[src/rtl/core/tcc_pkg.sv]
`timescale 1ns / 1ps
// ----------------------------------------------------------------------------
// tcc_pkg
// Shared types, widths and helpers for the timer/counter with compare outputs.
// ----------------------------------------------------------------------------
package tcc_pkg;

   // counter width, 8 to 16
   localparam int COUNT_WIDTH = 16;

   // port widths
   localparam int REQ_USER_W  = 2;
   localparam int REQ_DATA_W  = 8;
   localparam int RSP_COUNT_W = 16;
   localparam int RSP_DATA_W  = 24;
   localparam int CSR_INDEX_W = 3;
   localparam int CSR_DATA_W  = 16;
   localparam int FLAG_W      = 3;

   // flag bit positions
   localparam int FLAG_OVF = 0;
   localparam int FLAG_A   = 1;
   localparam int FLAG_B   = 2;

   typedef logic [COUNT_WIDTH-1:0] count_type;

   // item commands
   typedef enum logic [REQ_USER_W-1:0] {
      CMD_TICK    = 2'd0,
      CMD_CLEAR   = 2'd1,
      CMD_RESTART = 2'd2
   } cmd_type;

   // compare pin actions
   typedef enum logic [1:0] {
      ACT_NONE   = 2'd0,
      ACT_TOGGLE = 2'd1,
      ACT_CLEAR  = 2'd2,
      ACT_SET    = 2'd3
   } action_type;

   // configuration register indexes
   typedef enum logic [CSR_INDEX_W-1:0] {
      CSR_CTC_MODE     = 3'd0,
      CSR_CLOCK_ENABLE = 3'd1,
      CSR_COMPARE_A    = 3'd2,
      CSR_COMPARE_B    = 3'd3,
      CSR_PIN_A_ACTION = 3'd4,
      CSR_PIN_B_ACTION = 3'd5,
      CSR_IRQ_ENABLE   = 3'd6
   } csr_index_type;

   // pin level after a match
   function automatic logic apply_action(input logic level, input action_type action);
      logic result;
      unique case (action)
         ACT_TOGGLE: result = ~level;
         ACT_CLEAR:  result = 1'b0;
         ACT_SET:    result = 1'b1;
         default:    result = level;
      endcase
      return result;
   endfunction

endpackage

[src/rtl/core/timer_counter_normal_ctc_compare.sv]
`timescale 1ns / 1ps
// a result is registered in the result register, or in the skid while the output stalls
// throughput: one item per cycle while the skid is empty; the counter, flags and
//   pins update in the accept cycle, so the next item sees them at once
// a two-deep output stage (result register plus skid) keeps input open until the skid fills
// reset: synchronous, clears counter, flags, pins, registers and both output beats
// ----------------------------------------------------------------------------
// timer_counter_normal_ctc_compare
// Timer/counter with normal and clear-on-compare modes, two compare channels
// with pin actions, write-one-to-clear flags and a masked interrupt output.
// ----------------------------------------------------------------------------
module timer_counter_normal_ctc_compare import tcc_pkg::*; (
   input  logic                   clock,
   input  logic                   reset,
   // request channel
   input  logic                   req_tvalid,
   output logic                   req_tready,
   input  logic [REQ_DATA_W-1:0]  req_tdata,   // [2:0] flag_mask, [7:3] zero
   input  logic [REQ_USER_W-1:0]  req_tuser,   // [1:0] cmd
   // result channel
   output logic                   rsp_tvalid,
   input  logic                   rsp_tready,
   output logic [RSP_DATA_W-1:0]  rsp_tdata,   // [15:0] count_value, [16] overflow_flag,
                                               // [17] match_a_flag, [18] match_b_flag,
                                               // [19] irq, [20] pin_a, [21] pin_b, [23:22] zero
   // configuration writes
   input  logic                   csr_we,
   input  logic [CSR_INDEX_W-1:0] csr_index,
   input  logic [CSR_DATA_W-1:0]  csr_wdata
);

   // configuration registers
   logic                   ctc_mode_ff;
   logic                   clock_enable_ff;
   logic [CSR_DATA_W-1:0]  compare_a_ff;
   logic [CSR_DATA_W-1:0]  compare_b_ff;
   action_type             pin_a_action_ff;
   action_type             pin_b_action_ff;
   logic [FLAG_W-1:0]      irq_enable_ff;

   // timer state
   count_type              counter_ff, counter_in;
   logic [FLAG_W-1:0]      flag_bits_ff, flag_bits_in;
   logic                   pin_a_ff, pin_a_in;
   logic                   pin_b_ff, pin_b_in;

   // output stage
   logic                   rsp_valid_ff, rsp_valid_in;
   logic [RSP_DATA_W-1:0]  rsp_data_ff, rsp_data_in;
   logic                   skid_valid_ff, skid_valid_in;
   logic [RSP_DATA_W-1:0]  skid_data_ff, skid_data_in;

   // datapath
   logic                   accept;
   logic                   out_load;
   count_type              top;
   count_type              cmp_b;
   count_type              count_step;
   logic                   wrap_ovf;
   logic                   irq_new;
   logic [RSP_DATA_W-1:0]  result;

   assign accept     = req_tvalid & req_tready;
   assign req_tready = ~skid_valid_ff;
   assign out_load   = ~rsp_valid_ff | rsp_tready;
   assign rsp_tvalid = rsp_valid_ff;
   assign rsp_tdata  = rsp_data_ff;

   assign top   = compare_a_ff[COUNT_WIDTH-1:0];
   assign cmp_b = compare_b_ff[COUNT_WIDTH-1:0];

   // configuration register writes
   always_ff @(posedge clock) begin
      if (reset) begin
         ctc_mode_ff     <= 1'b0;
         clock_enable_ff <= 1'b0;
         compare_a_ff    <= '0;
         compare_b_ff    <= '0;
         pin_a_action_ff <= ACT_NONE;
         pin_b_action_ff <= ACT_NONE;
         irq_enable_ff   <= '0;
      end else if (csr_we) begin
         unique case (csr_index_type'(csr_index))
            CSR_CTC_MODE:     ctc_mode_ff     <= csr_wdata[0];
            CSR_CLOCK_ENABLE: clock_enable_ff <= csr_wdata[0];
            CSR_COMPARE_A:    compare_a_ff    <= csr_wdata;
            CSR_COMPARE_B:    compare_b_ff    <= csr_wdata;
            CSR_PIN_A_ACTION: pin_a_action_ff <= action_type'(csr_wdata[1:0]);
            CSR_PIN_B_ACTION: pin_b_action_ff <= action_type'(csr_wdata[1:0]);
            CSR_IRQ_ENABLE:   irq_enable_ff   <= csr_wdata[FLAG_W-1:0];
            default: ;
         endcase
      end
   end

   // count step for a tick: clear at top in ctc mode, wrap at maximum
   always_comb begin
      wrap_ovf = 1'b0;
      priority if (ctc_mode_ff && counter_ff == top) begin
         count_step = '0;
      end else if (counter_ff == {COUNT_WIDTH{1'b1}}) begin
         count_step = '0;
         wrap_ovf   = ~ctc_mode_ff;
      end else begin
         count_step = counter_ff + count_type'(1);
      end
   end

   // next timer state for the accepted item
   always_comb begin
      counter_in   = counter_ff;
      flag_bits_in = flag_bits_ff;
      pin_a_in     = pin_a_ff;
      pin_b_in     = pin_b_ff;
      if (accept) begin
         unique case (cmd_type'(req_tuser))
            CMD_TICK: begin
               if (clock_enable_ff) begin
                  counter_in = count_step;
                  if (wrap_ovf) flag_bits_in[FLAG_OVF] = 1'b1;
                  if (count_step == top) begin
                     flag_bits_in[FLAG_A] = 1'b1;
                     pin_a_in = apply_action(pin_a_ff, pin_a_action_ff);
                  end
                  if (count_step == cmp_b) begin
                     flag_bits_in[FLAG_B] = 1'b1;
                     pin_b_in = apply_action(pin_b_ff, pin_b_action_ff);
                  end
               end
            end
            CMD_CLEAR:   flag_bits_in = flag_bits_ff & ~req_tdata[FLAG_W-1:0];
            CMD_RESTART: counter_in   = '0;
            default: ;
         endcase
      end
   end

   // result beat packing
   assign irq_new = |(flag_bits_in & irq_enable_ff);
   assign result  = {2'b00, pin_b_in, pin_a_in, irq_new,
                     flag_bits_in[FLAG_B], flag_bits_in[FLAG_A], flag_bits_in[FLAG_OVF],
                     RSP_COUNT_W'(counter_in)};

   // result register with skid beat behind it
   always_comb begin
      rsp_valid_in  = rsp_valid_ff;
      rsp_data_in   = rsp_data_ff;
      skid_valid_in = skid_valid_ff;
      skid_data_in  = skid_data_ff;
      if (out_load) begin
         if (skid_valid_ff) begin
            rsp_valid_in  = 1'b1;
            rsp_data_in   = skid_data_ff;
            skid_valid_in = 1'b0;
         end else begin
            rsp_valid_in = accept;
            rsp_data_in  = result;
         end
      end else if (accept) begin
         skid_valid_in = 1'b1;
         skid_data_in  = result;
      end
   end

   // state and output registers
   always_ff @(posedge clock) begin
      if (reset) begin
         counter_ff    <= '0;
         flag_bits_ff  <= '0;
         pin_a_ff      <= 1'b0;
         pin_b_ff      <= 1'b0;
         rsp_valid_ff  <= 1'b0;
         skid_valid_ff <= 1'b0;
      end else begin
         counter_ff    <= counter_in;
         flag_bits_ff  <= flag_bits_in;
         pin_a_ff      <= pin_a_in;
         pin_b_ff      <= pin_b_in;
         rsp_valid_ff  <= rsp_valid_in;
         skid_valid_ff <= skid_valid_in;
      end
   end

   // payload registers
   always_ff @(posedge clock) begin
      rsp_data_ff  <= rsp_data_in;
      skid_data_ff <= skid_data_in;
   end

endmodule

[config.mk]
export PLATFORM = sky130hd
export DESIGN_NAME = timer_counter_normal_ctc_compare
export DESIGN_NICKNAME = d
export VERILOG_FILES = /design/src/rtl/core/tcc_pkg.sv /design/src/rtl/core/timer_counter_normal_ctc_compare.sv
export SDC_FILE = /design/constraint.sdc
export NUM_CORES = 1
export LEC_CHECK = 0
export ABC_AREA = 1
export ABC_CLOCK_PERIOD_IN_PS = 4100
export BUFFER_PORTS_ARGS = -buffer_cell sky130_fd_sc_hd__clkbuf_2
export CORE_MARGIN = 3
export CORE_UTILIZATION = 30
export CTS_BUF_LIST = sky130_fd_sc_hd__clkbuf_16
export CTS_CLUSTER_SIZE = 12
export DETAILED_ROUTE_END_ITERATION = 8
export GPL_ROUTABILITY_DRIVEN = 1
export PLACE_DENSITY = 0.44
export SYNTH_ARGS = -nofsm -noshare
export SYNTH_HDL_FRONTEND = slang
export SYNTH_SLANG_ARGS = --single-unit
[constraint.sdc]
create_clock -name clock -period 4.1 [get_ports clock]
set_input_delay 0.82 -clock clock [delete_from_list [all_inputs] [get_ports clock]]
set_output_delay 0.82 -clock clock [all_outputs]
set_load 0.005 [all_outputs]
Word level (Yosys, flattened, before mapping). Index checks and enable logic that the tools add are counted.

Output and inout bits: 26. Input port bits: 34. Flip-flop bits (word level): 108. Logic and storage cells: 83.

Reduce and logical (&&, ||, !) cells: 13. Mux-type cells: 25. Bitwise gates (word level): 11. Eq/ne operators: 18. Add/subtract/negate cells: 1.

Operators with widths (count): 2-to-1 mux 16 bit (4); == test 16 bit (3); one-hot mux 16 bit (2 select lines) (1); 2-to-1 mux 22 bit (1); adder 16 x 1 -> 16 bit (second input constant) (1); == test 16 bit (second input constant) (1); AND reduction 2 bit (8); 2-to-1 mux 1 bit (14); == test 2 bit (second input constant) (5); == test 3 bit (second input constant) (3); AND 3 bit (2); == test 2 x 1 -> 1 bit (second input constant) (3); == test 3 x 2 -> 1 bit (second input constant) (2); 2-to-1 mux 3 bit (2); NOT 1 bit (6); one-hot mux 1 bit (3 select lines) (2); one-hot mux 3 bit (2 select lines) (1); == test 3 x 1 -> 1 bit (second input constant) (1); zero test 3 bit (1); NOT 3 bit (1); OR reduction 3 bit (1); zero test 2 bit (1); OR reduction 2 bit (1); AND 1 bit (1); 2 further kinds (2).

Longest topological paths before layout.
Depth in word-level cells: 11. Mapped depth: 22. Mapped depth without buffers: 21.

Worst setup path before layout. Ideal clock, no wire load.

Kind: input-to-reg. Start point: in rsp_tready. End point: reg skid_data_ff[0] (enable). Library setup time: 401 ps. Required time: 3699 ps. Stages on the path: 3. Arrival: 2268 ps. Path buffers: 0. Slack: 1431 ps. Cells stage by stage: nor2_1 > inv_1 > nor2_1.

Longest elaborated chain between the ends: 3.

Ends and longest elaborated chain: start: declaration (RTL line timer_counter_normal_ctc_compare.sv:22) `input logic rsp_tready,`; OR 1 bit (RTL line timer_counter_normal_ctc_compare.sv:65) `assign out_load = ~rsp_valid_ff | rsp_tready;`; net out_load (RTL line timer_counter_normal_ctc_compare.sv:55) `logic out_load;`; NOT 1 bit (no line); AND reduction 2 bit (no line); end signal: assignment (RTL line timer_counter_normal_ctc_compare.sv:187) `skid_data_ff <= skid_data_in;`; end: declaration (RTL line timer_counter_normal_ctc_compare.sv:51) `logic [RSP_DATA_W-1:0] skid_data_ff, skid_data_in;`.

The timed path passes the listed nets, and every way through them passes these cells. A chain may end at the register's enable or synchronous reset.

Worst setup path after layout.
Start point: reg counter_ff[15]. End point: reg rsp_data_ff[20], in the netlist rsp_tdata[20], data pin.

Longest elaborated chain between the ends: 9. Elaborated cells on any way between the ends: 12. Those cells by class: 1 x add/sub; 3 x eq/ne; 7 x mux; 1 x reduce/logical.

Ends and longest elaborated chain: start: declaration (RTL line timer_counter_normal_ctc_compare.sv:42) `count_type counter_ff, counter_in;`; start signal: assignment (RTL line timer_counter_normal_ctc_compare.sv:175) `counter_ff <= counter_in;`; adder 16 x 1 -> 16 bit, or another cell as far along (RTL line timer_counter_normal_ctc_compare.sv:105) `count_step = counter_ff + count_type'(1);`; 2-to-1 mux 16 bit or logical AND 1 bit (tied branches) (RTL line timer_counter_normal_ctc_compare.sv:101, timer_counter_normal_ctc_compare.sv:99); 2-to-1 mux 16 bit (*) (RTL line timer_counter_normal_ctc_compare.sv:99) `priority if (ctc_mode_ff && counter_ff == top) begin`; == test 16 bit (*) (RTL line timer_counter_normal_ctc_compare.sv:121) `if (count_step == top) begin`; 2-to-1 mux 1 bit (*) (RTL line timer_counter_normal_ctc_compare.sv:121); 2-to-1 mux 1 bit (*) (RTL line timer_counter_normal_ctc_compare.sv:118) `if (clock_enable_ff) begin`; 2-to-1 mux 1 bit (*) (RTL line timer_counter_normal_ctc_compare.sv:116) `unique case (cmd_type'(req_tuser))`; 2-to-1 mux 1 bit (*) (RTL line timer_counter_normal_ctc_compare.sv:115) `if (accept) begin`; net pin_a_in (RTL line timer_counter_normal_ctc_compare.sv:44) `logic pin_a_ff, pin_a_in;`; 2-to-1 mux 22 bit (*) (RTL line timer_counter_normal_ctc_compare.sv:151) `if (skid_valid_ff) begin`; end signal: assignment (RTL line timer_counter_normal_ctc_compare.sv:186) `rsp_data_ff <= rsp_data_in;`; end: declaration (RTL line timer_counter_normal_ctc_compare.sv:49) `logic [RSP_DATA_W-1:0] rsp_data_ff, rsp_data_in;`.

Mark *: on every way through the listed nets, which the timed path passes. The rest lies on a longest branch.

==> impl_metrics.toml <==
[clocking]
cts_resized = 0
clk_path_buf_depth = 2
cts_tree = "done"
cts_setup_buffers = 0
cts.sinks = 108
path_clk_slew_ns = 0.08
root_buffer = "clkbuf_16"
clk_latency_ns = 0.35
numCtsBuffers = 9
holdBufCountCts = 0
htreeDepth = 3

[grt]
gr-total-overflow = 0
grt_max_degree = 43
track_usage = 0.152
grt_pass1_vias = 4501
antenna_found_initial = 0
grt_pass1_wl_mm = 24.1

[detailed_routing]
vias = 4777
drc = 0
firstDrtPassIters = 5
via_per_inst = 4.62
routed_wl_mm = 14.9
drtAntennaViolNets = 0
avgRoutedWirePerCell_um = 14.4
drt-initial-drc-count = 390

[sta]
rsz0062_at_grt = "false"
setup_tns_ns = 0
setup_violations = 0
slew_viol_final = 0
fin_ws_ns = 1.01
max_freq_ghz = 0.324
worst_pin_slew_ns = 1.07
max-slew-margin-rel = 0.288
finalCritPeriodShare = 0.754
finClkSkew_ns = 0.0105
timing_hold_violations_final = 0
fin_crit_ns = 3.09

[setup_path]
cp-start-kind = "flop"
crit_family = "simple AND/OR/NAND/NOR gates"
max_stage_delay_ns = 0.53
path_cells = "inv_1 -> a21boi_1 -> nand3_1 -> nor2_1 -> nand3_2 -> buf_4 -> nand3_1 -> nand2_1 -> nor2_1 -> nand2_1 -> nor2_1 -> nand3_1 -> clkinv_1 -> nand2_1 -> o211ai_2 -> nand2_1 -> nand2_1 -> nand2_1"
critPathMaxFanout = 21
path_buf_inv = 3
crit_top_cell = "nand2_1"
endpoint_kind = "flop"
cpMaxStageDelayCell = "dfxtp_1"
worstPathArrival_ns = 3.21
crit_type = "flop to flop"
worst-endpoint-required_ns = 4.22

[layout]
drive_gt1_frac = 0.141
syn_to_final_growth_pct = 13.5
multi_input_area_mm2 = 0.00243
nFillCells = 1926
ff_latch_area_mm2 = 0.00260
fin_nets = 834
diodes = 0

[die]
die-area_mm2 = 0.0202
pin_count = 60
die_x_um = 142
fp.coreArea_mm2 = 0.0181
dieHeight_um = 142
std_cell_rows = 49
initial_core_util = 0.308

[logic_synthesis]
synth.avg_cell_area_um2 = 7.35
synthTopCellsByArea = "edfxtp_1 24%, dfxtp_1 23%, nand2_1 12%, o21ai_0 7.0%, inv_1 6.3%"
netlist_instances = 758
synth_area_mm2 = 0.00557
yosysTopAreaCellShare = 0.237
yosysTopAreaCell = "edfxtp_1"
yosysSeqAreaShare = 0.467
ys_warn_count = 0
ys_types = 33
synth_seq_cells = 108

[place]
pre_cts_ws_ns = 1.04
gp_congestion = 0.882
io_buffers = 52
dp_hpwl_mm = 11.4

[pwr]
p_per_area_mw_per_mm2 = 346
power_mw = 2.19
peakVddDrop_uv = 180
power.leakage_nw = 2.54

[run]
drv_cap = 0

[status]
run_status = "finished clean"

[worst_hold_path]
hold_class = "flop to flop"
[registers in the layout (all words and copies together), names as in the netlist, 2 cells and up]
register / cells
cmp_b: 16
compare_a_ff: 16
counter_ff: 16
flag_bits_ff: 3
irq_enable_ff: 3
pin_a_action_ff: 2
pin_b_action_ff: 2
rsp_tdata: 22
skid_data_ff: 22
[final timing paths]
path	startpoint	endpoint	slack, ns	depth (start not counted)
max	counter_ff[15]	rsp_tdata[20]	1.01	18
min	cmp_b[8]	cmp_b[8]	0.46	2
max reg2reg	counter_ff[15]	rsp_tdata[20]	1.01	18
min reg2reg	cmp_b[8]	cmp_b[8]	0.46	2
[cell type report]
| type | count | share of cell area |
|---|---|---|
| Sequential cell | 108 | 0.412 |
| Multi-Input combinational cell | 515 | 0.384 |
| Inverter | 106 | 0.0629 |
| Timing Repair Buffer | 59 | 0.0495 |
| Tap cell | 229 | 0.0453 |
| Clock buffer | 9 | 0.0356 |
| Clock inverter | 7 | 0.0109 |
[power breakdown]
part	leakage, nW	internal (mW)	switching, mW
Clock	0.153	0.474	0.397
Sequential	0.977	1.15	0.0160
Combinational	1.41	0.0524	0.101
[kinds of logic (layout without fill, tap and decap cells)]
| logic type | after synthesis | after routing | synth area share |
|---|---|---|---|
| buf+inv | 136 | 181 | 0.0973 |
| fa+ha+maj | 1 | 1 | 0.00225 |
| compound gates | 147 | 147 | 0.142 |
| xor+xnor | 12 | 12 | 0.0202 |
| flops | 108 | 108 | 0.467 |
| simple gates | 353 | 353 | 0.270 |
| other cells | 1 | 2 | 0.000673 |
[routing by layer]
layer  vias to the layer above  GRT usage  part of all wire
li1                       2525          -                 -
met1                      2128      0.228              0.51
met2                       107      0.222              0.42
met3                        17     0.0198             0.045
met4                         0     0.0576             0.020
met5                         -          0                 0
[Yosys cell counts, drive strengths merged]
master,count
nand2,199
inv,104
nor2,104
o21ai,83
dfxtp,64
edfxtp,44
a21oi,43
nand3,40
clkbuf,21
o211ai,16
xor2,12
buf,9
nand4,8
a31oi,2
clkinv,2
a211oi,1
a21boi,1
and2,1
conb,1
ha,1
nor3,1
o2111ai,1
[tightest hold or removal path: stages (launching register included)]
cell	delay, ns
dfxtp_1	0.32
inv_1	0.05
a21oi_1	0.05
[cell usage in the layout (no fill, tap or decap), drive strengths merged]
master     n
edfxtp    44
o2111ai    1
conb       2
bufinv     1
xor2      12
nand4      8
a21boi     1
dfxtp     64
a31oi      2
clkbuf    61
nor3       1
clkinv     4
nand3     40
and2       1
nor2     104
nand2    199
a211oi     1
a21oi     43
o211ai    16
inv      108
ha         1
buf        7
o21ai     83
[stage by stage]
stage | cell area (um2) | hold slack [ns] | utilization | instances
5_1_grt | 6320 | 0.496 | 0.350 | 1033
6_report | 6320 | 0.462 | 0.350 | 1033
2_1_floorplan | 5570 | 0.430 | - | 759
3_3_place_gp | 6030 | 0.448 | 0.333 | 1017
3_5_place_dp | 6030 | 0.459 | 0.333 | 1017
4_1_cts | 6320 | 0.470 | 0.350 | 1033
No activity file was read; power rests on OpenSTA's default activity.
